File: src/design/bfsa_pkg.sv
// ----------------------------------------------------------------------------
// bfsa_pkg
// Shared types, constants and the control store of the BFS traversal unit.
// ----------------------------------------------------------------------------
package bfsa_pkg;

    // Graph size and field widths.
    localparam int VERTEX_COUNT = 8;
    localparam int VERTEX_W     = $clog2(VERTEX_COUNT);
    localparam int ROW_INDEX_W  = 3;
    localparam int ROW_BITS_W   = 8;

    typedef logic [VERTEX_W-1:0]     vertex_t;
    typedef logic [VERTEX_COUNT-1:0] row_t;

    // Input opcodes.
    localparam logic OPC_LOAD = 1'b0;
    localparam logic OPC_RUN  = 1'b1;

    // Control store addresses.
    typedef enum logic [2:0] {
        STEP_IDLE  = 3'd0,
        STEP_START = 3'd1,
        STEP_POP   = 3'd2,
        STEP_SCAN  = 3'd3,
        STEP_NEXT  = 3'd4
    } step_t;

    // Datapath operation selected by a control word.
    typedef enum logic [2:0] {
        OP_IDLE,
        OP_START,
        OP_POP,
        OP_SCAN,
        OP_NEXT
    } op_t;

    // Branch condition selected by a control word.
    typedef enum logic [2:0] {
        COND_RUN_REQ,
        COND_VISITED_S,
        COND_QUEUE_EMPTY,
        COND_W_LAST,
        COND_S_LAST
    } cond_t;

    // One control word: operation, branch condition, taken and fall-through targets.
    typedef struct packed {
        op_t   op;
        cond_t cond;
        step_t jump;
        step_t seq;
    } ctrl_t;

    // Status flags reported by the datapath to the sequencer.
    typedef struct packed {
        logic run_req;
        logic visited_s;
        logic queue_empty;
        logic w_last;
        logic s_last;
        logic stall;
    } status_t;

    // Microprogram. Each step branches to jump when its condition holds.
    function automatic ctrl_t ucode_rom(input step_t step);
        ctrl_t word;
        unique case (step)
            STEP_IDLE:  word = '{OP_IDLE,  COND_RUN_REQ,     STEP_START, STEP_IDLE};
            STEP_START: word = '{OP_START, COND_VISITED_S,   STEP_NEXT,  STEP_POP};
            STEP_POP:   word = '{OP_POP,   COND_QUEUE_EMPTY, STEP_NEXT,  STEP_SCAN};
            STEP_SCAN:  word = '{OP_SCAN,  COND_W_LAST,      STEP_POP,   STEP_SCAN};
            STEP_NEXT:  word = '{OP_NEXT,  COND_S_LAST,      STEP_IDLE,  STEP_START};
            default:    word = '{OP_IDLE,  COND_RUN_REQ,     STEP_START, STEP_IDLE};
        endcase
        return word;
    endfunction

endpackage

File: src/design/bfs_adjacency_matrix_traversal_unit.sv
// ----------------------------------------------------------------------------
// bfs_adjacency_matrix_traversal_unit
// Breadth-first traversal over an 8-vertex adjacency bit matrix, run by a
// microcoded sequencer.
// ----------------------------------------------------------------------------
//  Channel   Direction  Ports                                    Carries
//  s_        in         s_opcode, s_row_index, s_row_bits        row load or run
//  m_        out        m_vertex, m_component_start, m_last      one visited vertex
//
//  A run transaction keeps the sequencer busy after it is accepted: a start
//  and an advance step per vertex, a pop and N scan steps per dequeued vertex,
//  and one pop per search that finds the queue empty. Reset, taken on the
//  clock edge, clears the matrix, marks and step counter.
//  A result waiting in the output register stalls the sequencer only when
//  another vertex must be emitted.
// ----------------------------------------------------------------------------
module bfs_adjacency_matrix_traversal_unit (
    input  logic                                 aclk,
    input  logic                                 aresetn,
    input  logic                                 s_valid,
    output logic                                 s_ready,
    input  logic                                 s_opcode,
    input  logic [bfsa_pkg::ROW_INDEX_W-1:0]     s_row_index,
    input  logic [bfsa_pkg::ROW_BITS_W-1:0]      s_row_bits,
    output logic                                 m_valid,
    input  logic                                 m_ready,
    output logic [bfsa_pkg::VERTEX_W-1:0]        m_vertex,
    output logic                                 m_component_start,
    output logic                                 m_last
);
    import bfsa_pkg::*;

    ctrl_t   ctrl;
    status_t status;

    // Input is taken only in the idle step.
    assign s_ready = (ctrl.op == OP_IDLE);

    bfsa_ucode_seq u_seq (
        .aclk    (aclk),
        .aresetn (aresetn),
        .status  (status),
        .ctrl    (ctrl)
    );

    bfsa_datapath u_dp (
        .aclk              (aclk),
        .aresetn           (aresetn),
        .ctrl              (ctrl),
        .status            (status),
        .s_valid           (s_valid),
        .s_opcode          (s_opcode),
        .s_row_index       (s_row_index),
        .s_row_bits        (s_row_bits),
        .m_valid           (m_valid),
        .m_ready           (m_ready),
        .m_vertex          (m_vertex),
        .m_component_start (m_component_start),
        .m_last            (m_last)
    );

endmodule

File: src/design/bfsa_ucode_seq.sv
// ----------------------------------------------------------------------------
// bfsa_ucode_seq
// Step counter and control store; selects the next step from a status flag, or holds it on a stall.
// ----------------------------------------------------------------------------
module bfsa_ucode_seq (
    input  logic             aclk,
    input  logic             aresetn,
    input  bfsa_pkg::status_t status,
    output bfsa_pkg::ctrl_t   ctrl
);
    import bfsa_pkg::*;

    step_t pc_reg;
    step_t pc_next;
    logic  cond_true;

    // Control word for the current step.
    assign ctrl = ucode_rom(pc_reg);

    // Condition multiplexer and branch.
    always_comb begin
        unique case (ctrl.cond)
            COND_RUN_REQ:     cond_true = status.run_req;
            COND_VISITED_S:   cond_true = status.visited_s;
            COND_QUEUE_EMPTY: cond_true = status.queue_empty;
            COND_W_LAST:      cond_true = status.w_last;
            COND_S_LAST:      cond_true = status.s_last;
            default:          cond_true = 1'b0;
        endcase
        if (status.stall) begin
            pc_next = pc_reg;
        end else if (cond_true) begin
            pc_next = ctrl.jump;
        end else begin
            pc_next = ctrl.seq;
        end
    end

    // Step counter.
    always_ff @(posedge aclk) begin
        if (!aresetn) begin
            pc_reg <= STEP_IDLE;
        end else begin
            pc_reg <= pc_next;
        end
    end

endmodule

File: src/design/bfsa_datapath.sv
// ----------------------------------------------------------------------------
// bfsa_datapath
// Adjacency matrix, visited marks, vertex queue, scan counters and the
// result register, all driven by the current control word.
// ----------------------------------------------------------------------------
module bfsa_datapath (
    input  logic                                 aclk,
    input  logic                                 aresetn,
    input  bfsa_pkg::ctrl_t                      ctrl,
    output bfsa_pkg::status_t                    status,
    input  logic                                 s_valid,
    input  logic                                 s_opcode,
    input  logic [bfsa_pkg::ROW_INDEX_W-1:0]     s_row_index,
    input  logic [bfsa_pkg::ROW_BITS_W-1:0]      s_row_bits,
    output logic                                 m_valid,
    input  logic                                 m_ready,
    output logic [bfsa_pkg::VERTEX_W-1:0]        m_vertex,
    output logic                                 m_component_start,
    output logic                                 m_last
);
    import bfsa_pkg::*;

    localparam vertex_t LAST_VERTEX = vertex_t'(VERTEX_COUNT - 1);

    row_t    adj_reg [VERTEX_COUNT];
    vertex_t queue_mem [VERTEX_COUNT];
    row_t    visited_reg;
    vertex_t head_reg;
    vertex_t tail_reg;
    vertex_t s_reg;
    vertex_t w_reg;
    vertex_t u_reg;
    vertex_t cnt_reg;
    logic    out_valid_reg;
    vertex_t out_vertex_reg;
    logic    out_start_reg;
    logic    out_last_reg;

    logic    load_en;
    logic    run_en;
    logic    scan_hit;
    logic    emit_req;
    logic    stall;
    logic    emit_en;
    vertex_t emit_vertex;
    logic    emit_start;

    // Decode of the current operation.
    always_comb begin
        load_en  = (ctrl.op == OP_IDLE) && s_valid && (s_opcode == OPC_LOAD);
        run_en   = (ctrl.op == OP_IDLE) && s_valid && (s_opcode == OPC_RUN);
        scan_hit = adj_reg[u_reg][w_reg] && !visited_reg[w_reg];
        emit_req = ((ctrl.op == OP_START) && !visited_reg[s_reg])
                || ((ctrl.op == OP_SCAN) && scan_hit);
        stall    = emit_req && out_valid_reg && !m_ready;
        emit_en  = emit_req && !stall;
        emit_vertex = (ctrl.op == OP_START) ? s_reg : w_reg;
        emit_start  = (ctrl.op == OP_START);
    end

    // Status back to the sequencer.
    assign status = '{
        run_req:     run_en,
        visited_s:   visited_reg[s_reg],
        queue_empty: (head_reg == tail_reg),
        w_last:      (w_reg == LAST_VERTEX),
        s_last:      (s_reg == LAST_VERTEX),
        stall:       stall
    };

    // Adjacency rows: one row written per load transaction.
    always_ff @(posedge aclk) begin
        if (!aresetn) begin
            for (int i = 0; i < VERTEX_COUNT; i++) begin
                adj_reg[i] <= '0;
            end
        end else if (load_en && (int'(s_row_index) < VERTEX_COUNT)) begin
            adj_reg[s_row_index[VERTEX_W-1:0]] <= s_row_bits[VERTEX_COUNT-1:0];
        end
    end

    // Vertex queue: the root written at slot 0, others at the tail; read into u at the head.
    always_ff @(posedge aclk) begin
        if ((ctrl.op == OP_START) && emit_en) begin
            queue_mem[0] <= s_reg;
        end else if ((ctrl.op == OP_SCAN) && emit_en) begin
            queue_mem[tail_reg] <= w_reg;
        end
        if (ctrl.op == OP_POP) begin
            u_reg <= queue_mem[head_reg];
        end
    end

    // Traversal control registers.
    always_ff @(posedge aclk) begin
        if (!aresetn) begin
            visited_reg <= '0;
            head_reg    <= '0;
            tail_reg    <= '0;
            s_reg       <= '0;
            w_reg       <= '0;
            cnt_reg     <= '0;
        end else begin
            unique case (ctrl.op)
                OP_IDLE: begin
                    if (run_en) begin
                        visited_reg <= '0;
                        s_reg       <= '0;
                        cnt_reg     <= '0;
                    end
                end
                OP_START: begin
                    if (emit_en) begin
                        visited_reg[s_reg] <= 1'b1;
                        head_reg <= '0;
                        tail_reg <= vertex_t'(1);
                    end
                end
                OP_POP: begin
                    if (head_reg != tail_reg) begin
                        head_reg <= (head_reg == LAST_VERTEX) ? '0 : head_reg + 1'b1;
                        w_reg    <= '0;
                    end
                end
                OP_SCAN: begin
                    if (emit_en) begin
                        visited_reg[w_reg] <= 1'b1;
                        tail_reg <= (tail_reg == LAST_VERTEX) ? '0 : tail_reg + 1'b1;
                    end
                    if (!stall) begin
                        w_reg <= (w_reg == LAST_VERTEX) ? '0 : w_reg + 1'b1;
                    end
                end
                OP_NEXT: begin
                    s_reg <= (s_reg == LAST_VERTEX) ? '0 : s_reg + 1'b1;
                end
                default: begin
                end
            endcase
            if (emit_en) begin
                cnt_reg <= (cnt_reg == LAST_VERTEX) ? '0 : cnt_reg + 1'b1;
            end
        end
    end

    // Result register: holds one transaction until the sink takes it.
    always_ff @(posedge aclk) begin
        if (!aresetn) begin
            out_valid_reg <= 1'b0;
        end else if (emit_en) begin
            out_valid_reg <= 1'b1;
        end else if (m_ready) begin
            out_valid_reg <= 1'b0;
        end
    end

    always_ff @(posedge aclk) begin
        if (emit_en) begin
            out_vertex_reg <= emit_vertex;
            out_start_reg  <= emit_start;
            out_last_reg   <= (cnt_reg == LAST_VERTEX);
        end
    end

    assign m_valid           = out_valid_reg;
    assign m_vertex          = out_vertex_reg;
    assign m_component_start = out_start_reg;
    assign m_last            = out_last_reg;

endmodule

File: config.mk
export PLATFORM = sky130hd
export DESIGN_NAME = bfs_adjacency_matrix_traversal_unit
export DESIGN_NICKNAME = d
export VERILOG_FILES = /design/src/design/bfsa_pkg.sv /design/src/design/bfs_adjacency_matrix_traversal_unit.sv /design/src/design/bfsa_ucode_seq.sv /design/src/design/bfsa_datapath.sv
export SDC_FILE = /design/constraint.sdc
export NUM_CORES = 1
export LEC_CHECK = 0
export BUFFER_PORTS_ARGS = -buffer_cell sky130_fd_sc_hd__buf_2
export CORE_AREA = 4 4 138 140
export DETAILED_ROUTE_END_ITERATION = 8
export DIE_AREA = 0 0 142 144
export SYNTH_ARGS = -nofsm -noshare
export SYNTH_HDL_FRONTEND = slang
export SYNTH_SLANG_ARGS = --single-unit
File: constraint.sdc
create_clock -name aclk -period 4.1 [get_ports aclk]
set_input_delay 0.205 -clock aclk [delete_from_list [all_inputs] [get_ports aclk]]
set_output_delay 0.205 -clock aclk [all_outputs]
set_load 0.05 [all_outputs]
==> results of run 1 <==
layout by cell type (no fill, tap or decap), types with 5 or more instances in the layout:
cell type and instances:
o21ai_0 22, nor3_1 13, bufinv_16 5, inv_1 10
mux2i_1 9, edfxtp_1 96, buf_4 16, mux4_2 15
mux2_2 9, nand2b_1 10, nor4_1 6, mux4_1 8
nand3b_1 5, clkbuf_16 17, nand3_1 13, buf_2 22
ha_1 10, a21oi_1 13, dfxtp_1 27, nand2_1 25
nor2b_1 9, a22oi_1 5, nor2_1 27, and2_1 66
worst register-to-register path: stages, from the launching register on:
cell and delay (ns):
edfxtp_1 0.78, buf_4 0.27, mux4_1 0.54, a22oi_1 0.15
a21oi_1 0.11, or4_4 0.63, nand2_2 0.22, mux2_2 0.43
synthesized netlist by cell type (5+ instances only):
library cell / count / area, um2
edfxtp_1: 96 / 2880
and2_1: 66 / 413
dfxtp_1: 27 / 541
nor2_1: 27 / 101
nand2_1: 25 / 93.8
o21ai_0: 22 / 110
clkbuf_1: 20 / 75.1
mux4_2: 15 / 338
a21oi_1: 13 / 65.1
nand3_1: 13 / 65.1
nor3_1: 13 / 65.1
ha_1: 10 / 125
inv_1: 10 / 37.5
nand2b_1: 10 / 62.6
mux2_2: 9 / 101
mux2i_1: 9 / 90.1
nor2b_1: 9 / 56.3
mux4_1: 8 / 210
nor4_1: 6 / 37.5
a22oi_1: 5 / 37.5
nand3b_1: 5 / 37.5
area by class of cell:
class / instances / area [um2] / area share, %
Clock buffer: 20 / 447 / 6.24
Clock inverter: 12 / 195 / 2.73
Inverter: 10 / 37.5 / 0.524
Multi-Input combinational cell: 330 / 2540 / 35.5
Sequential cell: 123 / 3420 / 47.8
Tap cell: 229 / 287 / 4.00
Timing Repair Buffer: 38 / 230 / 3.22
per-layer routing:
layer  part of all wire [%]  GRT usage (%)  up-vias  wire (um)
li1                       -              -     1910          -
met1                     47           18.7     1967       6370
met2                     48           22.2       78       6410
met3                    4.0           4.20       18        543
met4                    1.2           4.49        0        162
met5                      0              0        -          0
worst min path at each step:
| stage | end | cells past startpoint | slack, ns |
|---|---|---|---|
| 2_1_floorplan | u_dp.adj_reg[0][0] | 1 | 0.40 |
| 3_3_place_gp | u_dp.cnt_reg[1] | 2 | 0.45 |
| 5_1_grt | u_seq.pc_reg[0] | 4 | 0.14 |
| 4_1_cts | u_seq.pc_reg[0] | 4 | 0.12 |
| 6_report | u_seq.pc_reg[0] | 4 | 0.15 |
| 3_5_place_dp | u_dp.cnt_reg[2] | 2 | 0.47 |
through the flow:
stage / cells / setup slack [ns]
global placement: 730 / 0.763
finish: 762 / 0.707
global route: 762 / 0.521
CTS: 762 / 0.679
floorplan: 489 / 1.12
detailed placement: 730 / 0.708
power breakdown:
group / switching, W / internal [W] / leakage (nW) / total [W]
logic: 0.000417 / 0.000299 / 1.17 / 0.000716
clock network: 0.000529 / 0.00109 / 0.302 / 0.00162
registers: 0.000129 / 0.00145 / 1.18 / 0.00158
total: 0.00107 / 0.00284 / 2.65 / 0.00391
logic make-up after synthesis:
group | Yosys count
adders and majority gates | 10
AOI/OAI and AO/OA | 73
xor gates and xnor gates | 3
muxes | 41
buffers and inverters | 36
and+or+nand+nor | 203
DFF | 123
==> impl_metrics.tcl, run 1 <==
set metrics [dict create \
    synth_edf_count 96 \
    drc 0 \
    drtIter0Drc 358 \
    r2r-end "u_dp.queue_mem[4][1]" \
    powerDensity_nw_per_um2 546 \
    cts_resized 0 \
    crit_type "flip-flop to flip-flop" \
    setup_tns_ns 0 \
    core_region_area_um2 17800 \
    synth_xor_area_share_pct 0.429 \
    min_period_ns 3.39 \
    postCtsSetupRepairBufs 0 \
    wl_per_cell_um 17.7 \
    slowest_delay_ns 0.78 \
    cp_top_family "multiplexers" \
    hold_ws_ns 0.153 \
    cp-end-kind "flip-flop" \
    antenna_found_initial 0 \
    clock_skew_ns 0.00885 \
    setup.worst_path.start "u_dp.u_reg[0]" \
    via_count 3973 \
    cts_max_level 4 \
    grt_first_pass_wirelength_um 21500 \
    ff2ff_path_depth 7 \
    worstHoldPathType "input pin to flip-flop" \
    antennaDiodeCount 0 \
    layout-drive-gt1-share_pct 18.9 \
    io_buffers 22 \
    dr.pass1.iters 7 \
    ys_warn_count 0 \
    io_pins 23 \
    synth_compound_gate_area_share_pct 8.12 \
    cts-buffers-inserted 17 \
    clkLatencyLatePin_ns 0.43 \
    cp_data_required_time_ns 4.25 \
    cp_max_fo 12 \
    tightestPinTransition_ns 1.01 \
    grt_max_degree 38 \
    ys_seq_elements 123 \
    clk_pin_slew_ns 0.06 \
    track_usage_pct 14.1 \
    synth_fa_ha_area_share_pct 2.04 \
    ys.flop_type "edfxtp_1" \
    cts_tree "built" \
    place.gp.congestion 0.877 \
    first_global_vias 3905 \
    ys_types 60 \
    critPathSlowestCell "edfxtp_1" \
    critPathBufInv 1 \
    cp_cell_sequence "buf_4 -> mux4_1 -> a22oi_1 -> a21oi_1 -> or4_4 -> nand2_2 -> mux2_2" \
    critPathLaunchType "flip-flop" \
    p_total_w 0.00391 \
    netlist_instances 489 \
    synthMuxAreaShare_pct 12.1 \
    fin_util_pct 40.1 \
    r2r_slack_ns 0.71 \
    die-area_um2 20400 \
    setup_viol 0 \
    cts-root-buf "clkbuf_16" \
    synth.avg_cell_area_um2 12.5 \
    die_h_um 144 \
    postCtsHoldBufs 0 \
    dp_hpwl_um 9380 \
    cp.depth 7 \
    synthArstFlopShare_pct 0 \
    relSlewSlack_pct 32.2 \
    overflow 0 \
    ys_seq_area_share_pct 55.8 \
    final_nets 546 \
    rsz0062_at_grt "false" \
    status "finished clean" \
    rr_startpoint "u_dp.u_reg[0]" \
    synth_top_family_by_area "simple AND/OR/NAND/NOR gates" \
    cap_violations 0 \
    critPathCapture "u_dp.queue_mem[4][1]" \
    postPlaceCellArea_um2 6520 \
    synth_area_um2 6130 \
    finalCritPeriodShare_pct 82.8 \
    final_area_um2 7160 \
    rows 49 \
    cts_sinks 123 \
    clock.fmax_ghz 0.295 \
    area_growth_pct 16.8 \
    cellLeakagePower_nw 2.65 \
    crit_arrival_ns 3.55 \
    largest_register_ffs 64 \
    wl_um 13500 \
    hold_start "m_ready" \
    n_fill_cell 1679 \
    drt.antenna.violating_nets 0 \
    postSynthNetCount 515 \
    viasPerCell 5.21 \
    peakVddDrop_uv 409 \
    fp.dieW_um 142 \
    hold_violations 0 \
    cts.path.max_buffers 2 \
    maxSlewViolCount 0 \
    yosys.area_share.simple_pct 18.8 \
    initial_utilization_pct 34.4 \
]
(Power assumes the default switching activity.)
==> run 2, diff against run 1 <==
==> constraint.sdc (replaced) <==
create_clock -name aclk -period 3.6 [get_ports aclk]
set_input_delay 0.18 -clock aclk [delete_from_list [all_inputs] [get_ports aclk]]
set_output_delay 0.18 -clock aclk [all_outputs]
set_load 0.05 [all_outputs]
==> impl_metrics.tcl, run 2 (same netlist as run 1, synthesis figures left out) <==
set metrics [dict create \
    status "finished clean" \
    met1_usage_pct 19.9 \
    overflow 0 \
    clock_skew_ns 0.00898 \
    final_nets 554 \
    drtIter0Drc 289 \
    final_area_um2 7110 \
    cts-root-buf "clkbuf_16" \
    clkLatencyLatePin_ns 0.42 \
    critPathLaunchType "flip-flop" \
    track_usage_pct 14.8 \
    grt_first_pass_wirelength_um 22900 \
    p_total_w 0.00417 \
    seqCellArea_um2 3420 \
    crit_arrival_ns 3.30 \
    postCtsHoldBufs 0 \
    cts_resized 0 \
    cts_tree "built" \
    clk_pin_slew_ns 0.06 \
    area_growth_pct 15.9 \
    use_met2_pct 23.4 \
    cp_data_required_time_ns 3.75 \
    place.gp.congestion 0.869 \
    final_common_cell "edfxtp_1" \
    antenna_found_initial 0 \
    internal_power_w 0.00295 \
    hold_depth 4 \
    powerDensity_nw_per_um2 586 \
    finalCritPeriodShare_pct 87.5 \
    core_region_area_um2 17800 \
    multi_input_area_um2 2540 \
    fp.dieW_um 142 \
    min_period_ns 3.15 \
    cp_cell_sequence "buf_4 -> mux4_1 -> a22o_1 -> a221o_1 -> or4_4 -> nand2_2 -> mux2_2" \
    ff2ff_path_depth 7 \
    cp-end-kind "flip-flop" \
    worstHoldPathType "input pin to flip-flop" \
    first_global_vias 4024 \
    power_frac_comb_pct 20.5 \
    via_count 4006 \
    postPlaceCellArea_um2 6580 \
    drt.antenna.violating_nets 0 \
    largest_register_ffs 64 \
    critPathSlowestCell "mux4_1" \
    hold_start "m_ready" \
    initial_utilization_pct 34.4 \
    viasPerCell 5.20 \
    rows 49 \
    die_h_um 144 \
    rsz0062_at_grt "false" \
    cts-buffers-inserted 17 \
    setup_tns_ns 0 \
    peakVddDrop_uv 348 \
    power_frac_seq_pct 42.6 \
    antennaDiodeCount 0 \
    maxSlewViolCount 0 \
    hold_violations 0 \
    p_sw_share_pct 29.1 \
    postCtsSetupRepairBufs 0 \
    rr_startpoint "u_dp.u_reg[0]" \
    top_usage_layer "met2" \
    switching_power_w 0.00121 \
    dr.pass1.iters 5 \
    crit_type "flip-flop to flip-flop" \
    io_buffers 22 \
    wl_um 14000 \
    setup.worst_path.start "u_dp.u_reg[0]" \
    die-area_um2 20400 \
    cts_max_level 4 \
    slowest_delay_ns 0.59 \
    power_frac_clock_pct 36.9 \
    wl_per_cell_um 18.2 \
    cts.path.max_buffers 2 \
    cts_sinks 123 \
    cp_max_fo 15 \
    relSlewSlack_pct 57.7 \
    drc 0 \
    setup_viol 0 \
    io_pins 23 \
    clock.fmax_ghz 0.317 \
    layout-drive-gt1-share_pct 19.6 \
    tightestPinTransition_ns 0.634 \
    dp_hpwl_um 9850 \
    n_fill_cell 1661 \
    grt_use_met3_pct 4.03 \
    cellLeakagePower_nw 2.65 \
    grt_max_degree 38 \
    final_cell_mix "edfxtp_1, and2_1, nor2_1, dfxtp_1, nand2_1" \
    cap_violations 0 \
]
==> run 2: changes by cell type in the layout (fill, tap and decap cells not counted), sizes merged <==
cell	previous run	this run
clkinv	3	8
buf	38	46
bufinv	5	1
clkinvlp	4	1
clkbuf	20	22
==> run 2: layout make-up <==
| type | count | share of cell area [%] |
|---|---|---|
| Sequential cell | 123 | 48.2 |
| Multi-Input combinational cell | 330 | 35.7 |
| Clock buffer | 22 | 6.39 |
| Timing Repair Buffer | 46 | 4.08 |
| Tap cell | 229 | 4.03 |
| Clock inverter | 10 | 1.07 |
| Inverter | 10 | 0.528 |
==> run 2: stage by stage <==
step	hold WS, ns	utilization (%)	setup WS [ns]	cells
finish	0.124	39.8	0.450	770
global route	0.145	39.8	0.208	770
CTS	0.106	39.8	0.452	770
detailed placement	0.472	36.9	0.451	738
global placement	0.448	36.9	0.515	738
floorplan	0.378	-	0.619	489
==> run 2: power by group through the flow <==
stage / sequential (W) / clock (W) / combinational (W)
after global placement: 0.00180 / 0 / 0.000835
after global routing: 0.00179 / 0.00163 / 0.000932
final: 0.00178 / 0.00154 / 0.000853
after CTS: 0.00178 / 0.00157 / 0.000860
after detailed placement: 0.00180 / 0 / 0.000855
after floorplan: 0.00177 / 0 / 0.000671
==> run 2: worst paths after layout <==
kind,end,slack (ns)
hold / removal,u_seq.pc_reg[0],0.12
setup reg to reg,u_dp.queue_mem[4][1],0.45
hold reg to reg,u_dp.cnt_reg[1],0.47
setup / recovery,u_dp.queue_mem[4][1],0.45
==> run 2: worst max-delay path, delay by kind of cell (launching register included) <==
kind / cells / cell delay, ns
buffers and inverters: 1 / 0.27
AO/OA/AOI/OAI: 2 / 0.49
flip-flops: 1 / 0.33
AND/OR/NAND/NOR: 2 / 0.76
multiplexers: 2 / 1.01
==> run 2: routing by layer <==
metal  share of wire (%)  vias to the layer above
met5                   0                        -
met4                 1.3                        0
met3                 4.0                       16
met2                  48                       88
met1                  46                     1966
li1                    -                     1936
